File: config.mk
export PLATFORM = sky130hd
export DESIGN_NAME = dxt_block_decompressor
export DESIGN_NICKNAME = d
export VERILOG_FILES = /design/src/dxt_pkg.sv /design/src/dxt_front.sv /design/src/dxt_queue.sv /design/src/dxt_back.sv /design/src/dxt_block_decompressor.sv
export SDC_FILE = /design/constraint.sdc
export NUM_CORES = 2
export LEC_CHECK = 0
export ABC_CLOCK_PERIOD_IN_PS = 38500
export BUFFER_PORTS_ARGS = -buffer_cell sky130_fd_sc_hd__buf_2
export CAP_MARGIN = 15
export CORE_ASPECT_RATIO = 1.5
export CORE_MARGIN = 4
export CORE_UTILIZATION = 65
export CTS_CLUSTER_SIZE = 12
export DETAILED_ROUTE_END_ITERATION = 8
export PLACE_DENSITY = 0.83
export SLEW_MARGIN = 15
export SYNTH_ARGS = -nofsm -noshare
export SYNTH_HDL_FRONTEND = slang
export SYNTH_HIERARCHICAL = 1
export SYNTH_SLANG_ARGS = --single-unit
File: constraint.sdc
create_clock -name clk -period 38.5 [get_ports clk]
set_input_delay 5.775 -clock clk [delete_from_list [all_inputs] [get_ports clk]]
set_output_delay 5.775 -clock clk [all_outputs]
set_load 0.005 [all_outputs]
File: src/dxt_pkg.sv
// Shared types, codes and divide helpers for the DXT block decoder.
`default_nettype none

package dxt_pkg;

    // Format register codes
    localparam logic [1:0] FMT_DXT1 = 2'd0;
    localparam logic [1:0] FMT_DXT3 = 2'd1;
    localparam logic [1:0] FMT_DXT5 = 2'd2;

    localparam int QUEUE_DEPTH = 2;

    typedef enum logic [1:0] {
        ALPHA_NONE     = 2'd0,
        ALPHA_EXPLICIT = 2'd1,
        ALPHA_INTERP   = 2'd2
    } alpha_mode_t;

    typedef struct packed {
        logic [63:0] color_block;
        logic [63:0] alpha_block;
    } dxt_in_t;

    typedef struct packed {
        logic [31:0] pixel_0;
        logic [31:0] pixel_1;
        logic [31:0] pixel_2;
        logic [31:0] pixel_3;
        logic [1:0]  row_index;
        logic        last_row;
    } dxt_out_t;

    // One classified block waiting for the row engine
    typedef struct packed {
        logic [3:0][31:0] pal;
        logic [7:0][7:0]  lvl;
        logic [31:0]      idx;
        logic [63:0]      ab;
        alpha_mode_t      mode;
    } dxt_job_t;

    // x / 3 for x < 768, by reciprocal multiply
    function automatic logic [7:0] div3(input logic [9:0] x);
        logic [20:0] p;
        p = 21'(x) * 21'd683;
        return p[18:11];
    endfunction

    // x / 5 for x < 1280
    function automatic logic [7:0] div5(input logic [10:0] x);
        logic [24:0] p;
        p = 25'(x) * 25'd3277;
        return p[21:14];
    endfunction

    // x / 7 for x < 1792
    function automatic logic [7:0] div7(input logic [10:0] x);
        logic [24:0] p;
        p = 25'(x) * 25'd2341;
        return p[21:14];
    endfunction

endpackage

`default_nettype wire

File: src/dxt_front.sv
// Front end: builds the colour palette and alpha levels for one block.
`default_nettype none

module dxt_front
    import dxt_pkg::*;
(
    input  var dxt_in_t  blk,
    input  var logic [1:0] format,
    output var dxt_job_t job
);

    logic [15:0] e0, e1;
    logic [7:0]  r0, g0, b0, r1, g1, b1;
    logic [7:0]  a0, a1;
    logic        four_color;

    assign e0 = blk.color_block[15:0];
    assign e1 = blk.color_block[31:16];
    assign r0 = {e0[15:11], 3'b000};
    assign g0 = {e0[10:5], 2'b00};
    assign b0 = {e0[4:0], 3'b000};
    assign r1 = {e1[15:11], 3'b000};
    assign g1 = {e1[10:5], 2'b00};
    assign b1 = {e1[4:0], 3'b000};
    assign a0 = blk.alpha_block[7:0];
    assign a1 = blk.alpha_block[15:8];
    assign four_color = (e0 > e1);

    // third-point blend: (2*x + y) / 3
    function automatic logic [7:0] third(input logic [7:0] x, input logic [7:0] y);
        return div3({1'b0, x, 1'b0} + {2'b00, y});
    endfunction

    // midpoint, truncated
    function automatic logic [7:0] half(input logic [7:0] x, input logic [7:0] y);
        logic [8:0] s;
        s = {1'b0, x} + {1'b0, y};
        return s[8:1];
    endfunction

    always_comb
    begin
        job.pal[0] = {8'hff, b0, g0, r0};
        job.pal[1] = {8'hff, b1, g1, r1};
        if (four_color)
        begin
            job.pal[2] = {8'hff, third(b0, b1), third(g0, g1), third(r0, r1)};
            job.pal[3] = {8'hff, third(b1, b0), third(g1, g0), third(r1, r0)};
        end
        else
        begin
            job.pal[2] = {8'hff, half(b0, b1), half(g0, g1), half(r0, r1)};
            // transparent key entry: r0 g255 b255 a0
            job.pal[3] = 32'h00ffff00;
        end

        job.lvl[0] = a0;
        job.lvl[1] = a1;
        if (a0 > a1)
        begin
            for (int c = 2; c < 8; c++)
            begin
                job.lvl[c] = div7(11'(8 - c) * 11'(a0) + 11'(c - 1) * 11'(a1));
            end
        end
        else
        begin
            for (int c = 2; c < 6; c++)
            begin
                job.lvl[c] = div5(11'(6 - c) * 11'(a0) + 11'(c - 1) * 11'(a1));
            end
            job.lvl[6] = 8'h00;
            job.lvl[7] = 8'hff;
        end

        case (format)
            FMT_DXT3: job.mode = ALPHA_EXPLICIT;
            FMT_DXT5: job.mode = ALPHA_INTERP;
            default:  job.mode = ALPHA_NONE;
        endcase

        job.idx = blk.color_block[63:32];
        job.ab  = blk.alpha_block;
    end

endmodule

`default_nettype wire

File: src/dxt_queue.sv
// Two-entry job queue between the front end and the row engine.
`default_nettype none

module dxt_queue
    import dxt_pkg::*;
(
    input  var logic     clk,
    input  var logic     rst_n,
    input  var logic     push,
    input  var dxt_job_t push_job,
    output var logic     full,
    input  var logic     pop,
    output var logic     head_valid,
    output var dxt_job_t head_job
);

    dxt_job_t    mem_reg [QUEUE_DEPTH];
    logic        wr_ptr_reg, wr_ptr_next;
    logic        rd_ptr_reg, rd_ptr_next;
    logic [1:0]  count_reg, count_next;
    logic        do_push, do_pop;

    assign full       = (count_reg == 2'(QUEUE_DEPTH));
    assign head_valid = (count_reg != 2'd0);
    assign head_job   = mem_reg[rd_ptr_reg];
    assign do_push    = push && !full;
    assign do_pop     = pop && head_valid;

    always_comb
    begin
        wr_ptr_next = do_push ? !wr_ptr_reg : wr_ptr_reg;
        rd_ptr_next = do_pop ? !rd_ptr_reg : rd_ptr_reg;
        count_next  = count_reg + 2'(do_push) - 2'(do_pop);
    end

    always_ff @(posedge clk or negedge rst_n)
    begin
        if (!rst_n)
        begin
            wr_ptr_reg <= 1'b0;
            rd_ptr_reg <= 1'b0;
            count_reg  <= 2'd0;
        end
        else
        begin
            wr_ptr_reg <= wr_ptr_next;
            rd_ptr_reg <= rd_ptr_next;
            count_reg  <= count_next;
        end
    end

    always_ff @(posedge clk)
    begin
        if (do_push)
        begin
            mem_reg[wr_ptr_reg] <= push_job;
        end
    end

endmodule

`default_nettype wire

File: src/dxt_back.sv
// Row engine: emits one decoded row per cycle from the current job unless stalled.
`default_nettype none

module dxt_back
    import dxt_pkg::*;
(
    input  var logic     clk,
    input  var logic     rst_n,
    input  var logic     job_valid,
    input  var dxt_job_t job,
    output var logic     pop,
    output var logic     out_valid,
    input  var logic     out_stall,
    output var dxt_out_t out_data
);

    dxt_job_t    job_reg;
    logic        busy_reg, busy_next;
    logic [1:0]  row_reg, row_next;
    logic        out_valid_reg, out_valid_next;
    dxt_out_t    out_data_reg;
    logic        out_load, emit, finish, take;
    logic [3:0][31:0] row_px;

    assign out_load = !out_valid_reg || !out_stall;
    assign emit     = busy_reg && out_load;
    assign finish   = emit && (row_reg == 2'd3);
    assign take     = job_valid && (!busy_reg || finish);
    assign pop      = take;

    always_comb
    begin
        logic [3:0] k;
        logic [1:0] ci;
        logic [5:0] off;
        logic [3:0] nib;
        logic [2:0] code;
        for (int n = 0; n < 4; n++)
        begin
            k    = {row_reg, 2'(n)};
            ci   = job_reg.idx[{row_reg, 2'(n), 1'b0} +: 2];
            nib  = job_reg.ab[{k, 2'b00} +: 4];
            off  = 6'd16 + 6'(k) * 6'd3;
            code = job_reg.ab[off +: 3];
            row_px[n] = job_reg.pal[ci];
            case (job_reg.mode)
                ALPHA_EXPLICIT: row_px[n][31:24] = {nib, nib};
                ALPHA_INTERP:   row_px[n][31:24] = job_reg.lvl[code];
                default:        ;
            endcase
        end
    end

    always_comb
    begin
        busy_next      = take ? 1'b1 : (finish ? 1'b0 : busy_reg);
        row_next       = take ? 2'd0 : (emit ? row_reg + 2'd1 : row_reg);
        out_valid_next = emit ? 1'b1 : (out_load ? 1'b0 : out_valid_reg);
    end

    always_ff @(posedge clk or negedge rst_n)
    begin
        if (!rst_n)
        begin
            busy_reg      <= 1'b0;
            row_reg       <= 2'd0;
            out_valid_reg <= 1'b0;
        end
        else
        begin
            busy_reg      <= busy_next;
            row_reg       <= row_next;
            out_valid_reg <= out_valid_next;
        end
    end

    always_ff @(posedge clk)
    begin
        if (take)
        begin
            job_reg <= job;
        end
        if (emit)
        begin
            out_data_reg.pixel_0   <= row_px[0];
            out_data_reg.pixel_1   <= row_px[1];
            out_data_reg.pixel_2   <= row_px[2];
            out_data_reg.pixel_3   <= row_px[3];
            out_data_reg.row_index <= row_reg;
            out_data_reg.last_row  <= (row_reg == 2'd3);
        end
    end

    assign out_valid = out_valid_reg;
    assign out_data  = out_data_reg;

endmodule

`default_nettype wire

File: src/dxt_block_decompressor.sv
// Top level of the S3TC block decoder (DXT1 / DXT3 / DXT5).
//
//  channel | signals                     | item
//  --------+-----------------------------+-------------------------------------
//  in      | in_valid, in_stall, in_data | one 4x4 block: colour + alpha words
//  out     | out_valid, out_stall, out_data | one row: four pixels, row number
//  cfg     | cfg_we, cfg_data            | format (DXT1 / DXT3 / DXT5)
//
// Each block gives four row items, one per cycle unless out_stall holds the
// output; the row engine sets that rate. An accepted block is written to the
// queue, loaded as the row engine's job and passed row by row to the output
// register. A two-entry queue decouples the palette front end from the row
// engine; in_stall rises only when the queue is full.
// Reset clears control state and sets the format to DXT1.
// Format 3 decodes as DXT1. Write the format only while the block is idle.
`default_nettype none

module dxt_block_decompressor
    import dxt_pkg::*;
(
    input  var logic       clk,
    input  var logic       rst_n,
    input  var logic       in_valid,
    output var logic       in_stall,
    input  var dxt_in_t    in_data,
    output var logic       out_valid,
    input  var logic       out_stall,
    output var dxt_out_t   out_data,
    input  var logic       cfg_we,
    input  var logic [1:0] cfg_data
);

    logic [1:0] format_reg, format_next;
    dxt_job_t   front_job;
    dxt_job_t   head_job;
    logic       q_full, head_valid, pop;

    assign format_next = cfg_we ? cfg_data : format_reg;

    always_ff @(posedge clk or negedge rst_n)
    begin
        if (!rst_n)
        begin
            format_reg <= FMT_DXT1;
        end
        else
        begin
            format_reg <= format_next;
        end
    end

    // palette, alpha levels and alpha mode for the incoming block
    dxt_front u_front (
        .blk    (in_data),
        .format (format_reg),
        .job    (front_job)
    );

    dxt_queue u_queue (
        .clk        (clk),
        .rst_n      (rst_n),
        .push       (in_valid),
        .push_job   (front_job),
        .full       (q_full),
        .pop        (pop),
        .head_valid (head_valid),
        .head_job   (head_job)
    );

    assign in_stall = q_full;

    // row-by-row pixel selection and output register
    dxt_back u_back (
        .clk       (clk),
        .rst_n     (rst_n),
        .job_valid (head_valid),
        .job       (head_job),
        .pop       (pop),
        .out_valid (out_valid),
        .out_stall (out_stall),
        .out_data  (out_data)
    );

endmodule

`default_nettype wire
==> impl_metrics.ini <==
[critical_path]
cp_top_family = adder cells
r2r_slack_ns = 33.07
max_stage_delay_ns = 0.55
crit_required_ns = 38.92
worst_setup_path_start_kind = primary input
end_kind = register
crit_buf_inv = 4
critPathMaxFanout = 19
r2r-start = u_back/row_reg[0]$_DFFE_PN0P_
path_depth = 28
r2r_cells = 11
cp_slowest_cell = fa_1
path_class = in2reg
timing.rr.end = u_back/out_data[94]$_DFFE_PP_
cpMostUsedCell = fa_1
cp_data_arrival_time_ns = 13.65

[timing]
finalSetupViolCount = 0
fmax_mhz = 75.6
fin_crit_sh_pct = 34.4
rsz0062_at_grt = false
finalSetupTns_ns = 0
hold_viol_final = 0
clock-skew-final_ns = 0.0170
relSlewSlack_pct = 25.4
max_slew.worst_pin.slew_ns = 1.12
drv_slew = 0
min_period_ns = 13.23

[cts]
cts_tree = built
hold_buffers = 0
numCtsBuffers = 97
cts_buffer_depth = 3
insertion_delay_ns = 0.68
cts_resized = 0
path_clk_slew_ns = 0.06
cts_sinks = 1011
cts_max_level = 3
postCtsSetupBuffers = 0
root_buffer = clkbuf_16

[route]
via_per_inst = 6.26
remaining_drc_errors = 0
drt_wl_total_um = 180000
wl_per_cell_um = 24.9
drt_iter0_markers = 3162
vias = 45400
first_pass_iters = 6
final_antenna_net_count = 0

[global_routing]
grtUsageMet1_pct = 33.4
grtUsageTotal_pct = 30.1
overflow = 0
met2_usage_pct = 54.7
grt_pass1_wl_um = 276000
grt_max_degree = 164
antenna_found_initial = 1
groute.layer.met3.usage_pct = 3.47
busiest_layer = met2
grt_pass1_vias = 48400

[outcome]
status = completed

[cells_and_area]
fillCellCount = 7667
drive_gt1_share_pct = 16.9
nets = 7292
syn_to_final_growth_pct = 5.47
multi_input_area_mm2 = 0.0391
largest_reg_flops = 580
register_area_mm2 = 0.0303

[synth]
synth_top_area_cell = edfxtp_1
syn_inst = 5618
synth_cell_types = 108
async_flop_share_pct = 0.989
synth_top_area_share_pct = 40.6
synthFlopType = edfxtp_1
synth-warning-count = 6
ys_ff_latch = 1011
netlist_top_cells_area = edfxtp_1, ha_1, fa_1
synth_seq_area_share_pct = 40.9
synth_area_mm2 = 0.0741
synth_edf_count = 1001
avgSynthCellArea_um2 = 13.2

[hold_path]
hold_path_class = reg2reg
whs_path_depth = 1
worstHoldEndpoint = u_back/out_valid$_DFFE_PN0P_
min_from = u_back/busy_reg$_DFFE_PN0P_

[floorplanning]
start_util_pct = 65.5
die_height_um = 422
core_mm2 = 0.113
row_count = 151
dieArea_mm2 = 0.120
ios = 268
die_width_um = 284

[placed_design]
detailed_place_hpwl_um = 135000
io_buffers = 267
gp_congestion = 0.985

[run]
max_cap_viol_count = 0
-- cell type report --
cell class | count | share of cell area, %
inverters | 673 | 3.23
repair buffers | 309 | 2.16
diodes | 1 | 0.00320
clock inverters | 11 | 0.141
well taps | 1453 | 2.33
clock buffers | 135 | 3.33
flip-flops and latches | 1011 | 38.8
multi-input cells | 3658 | 50.0
-- cells in the final DEF, fill, tap and decap left out, types with 36 or more instances in the layout --
cell and count:
o21a_1 37, o21ai_0 121, xor2_1 63, clkbuf_16 98
a21o_1 60, ha_1 1099, fa_1 307, nand2_1 139
clkbuf_1 36, conb_1 40, buf_2 267, nor2_1 155
nor2b_1 38, mux2i_1 145, nor3_1 47, buf_4 39
xnor2_1 186, mux4_2 161, inv_1 672, mux2_2 339
nand3_1 58, edfxtp_1 1001, a21oi_1 197
-- metrics by stage --
step	setup slack [ns]	hold WS, ns	area, µm²	instances	utilization (%)
3_3_place_gp	24.79	0.471	75400	7104	66.7
5_1_grt	24.85	0.504	78200	7250	69.1
6_report	25.27	0.493	78200	7251	69.1
4_1_cts	25.35	0.489	78200	7250	69.1
2_1_floorplan	19.68	0.448	74200	5656	-
3_5_place_dp	24.60	0.477	75400	7104	66.7
-- worst max path at each step --
| stage | start | to | slack [ns] |
|---|---|---|---|
| floorplan | in_valid | u_queue/mem_reg[0][0]$_DFFE_PP_ | 19.68 |
| global placement | in_data[0] | u_queue/mem_reg[0][128]$_DFFE_PP_ | 24.79 |
| detailed placement | in_data[1] | u_queue/mem_reg[0][128]$_DFFE_PP_ | 24.60 |
| CTS | in_data[1] | u_queue/mem_reg[0][128]$_DFFE_PP_ | 25.35 |
| global route | in_data[9] | u_queue/mem_reg[0][137]$_DFFE_PP_ | 24.85 |
| finish | in_data[1] | u_queue/mem_reg[0][128]$_DFFE_PP_ | 25.27 |
-- routing by layer --
metal,share of wire (%),up-vias
met1,35,22500
met4,7.7,0
met3,5.1,528
met5,0,-
li1,-,20600
met2,52,1756
-- Yosys cell counts, types with 139 or more instances --
cell type	n
ha_1	1100
nor2_1	156
mux2i_1	146
nand2_1	139
a21oi_1	197
mux2_2	339
mux4_2	161
fa_1	307
xnor2_1	186
inv_1	672
buf_4	203
edfxtp_1	1001
-- kinds of logic after synthesis --
group           after synthesis  synth area share, %
compound gates              703                 6.39
other cells                   2               0.0101
xor+xnor                    253                 3.05
simple gates                598                 3.98
buf+inv                     987                 6.57
mux                         657                 12.2
flops                      1011                 40.9
fa+ha+maj                  1407                 26.9
Power is left out: the tool's default activity adds up to more than one toggle a clock period on the data nets, which glitch-free logic cannot reach.
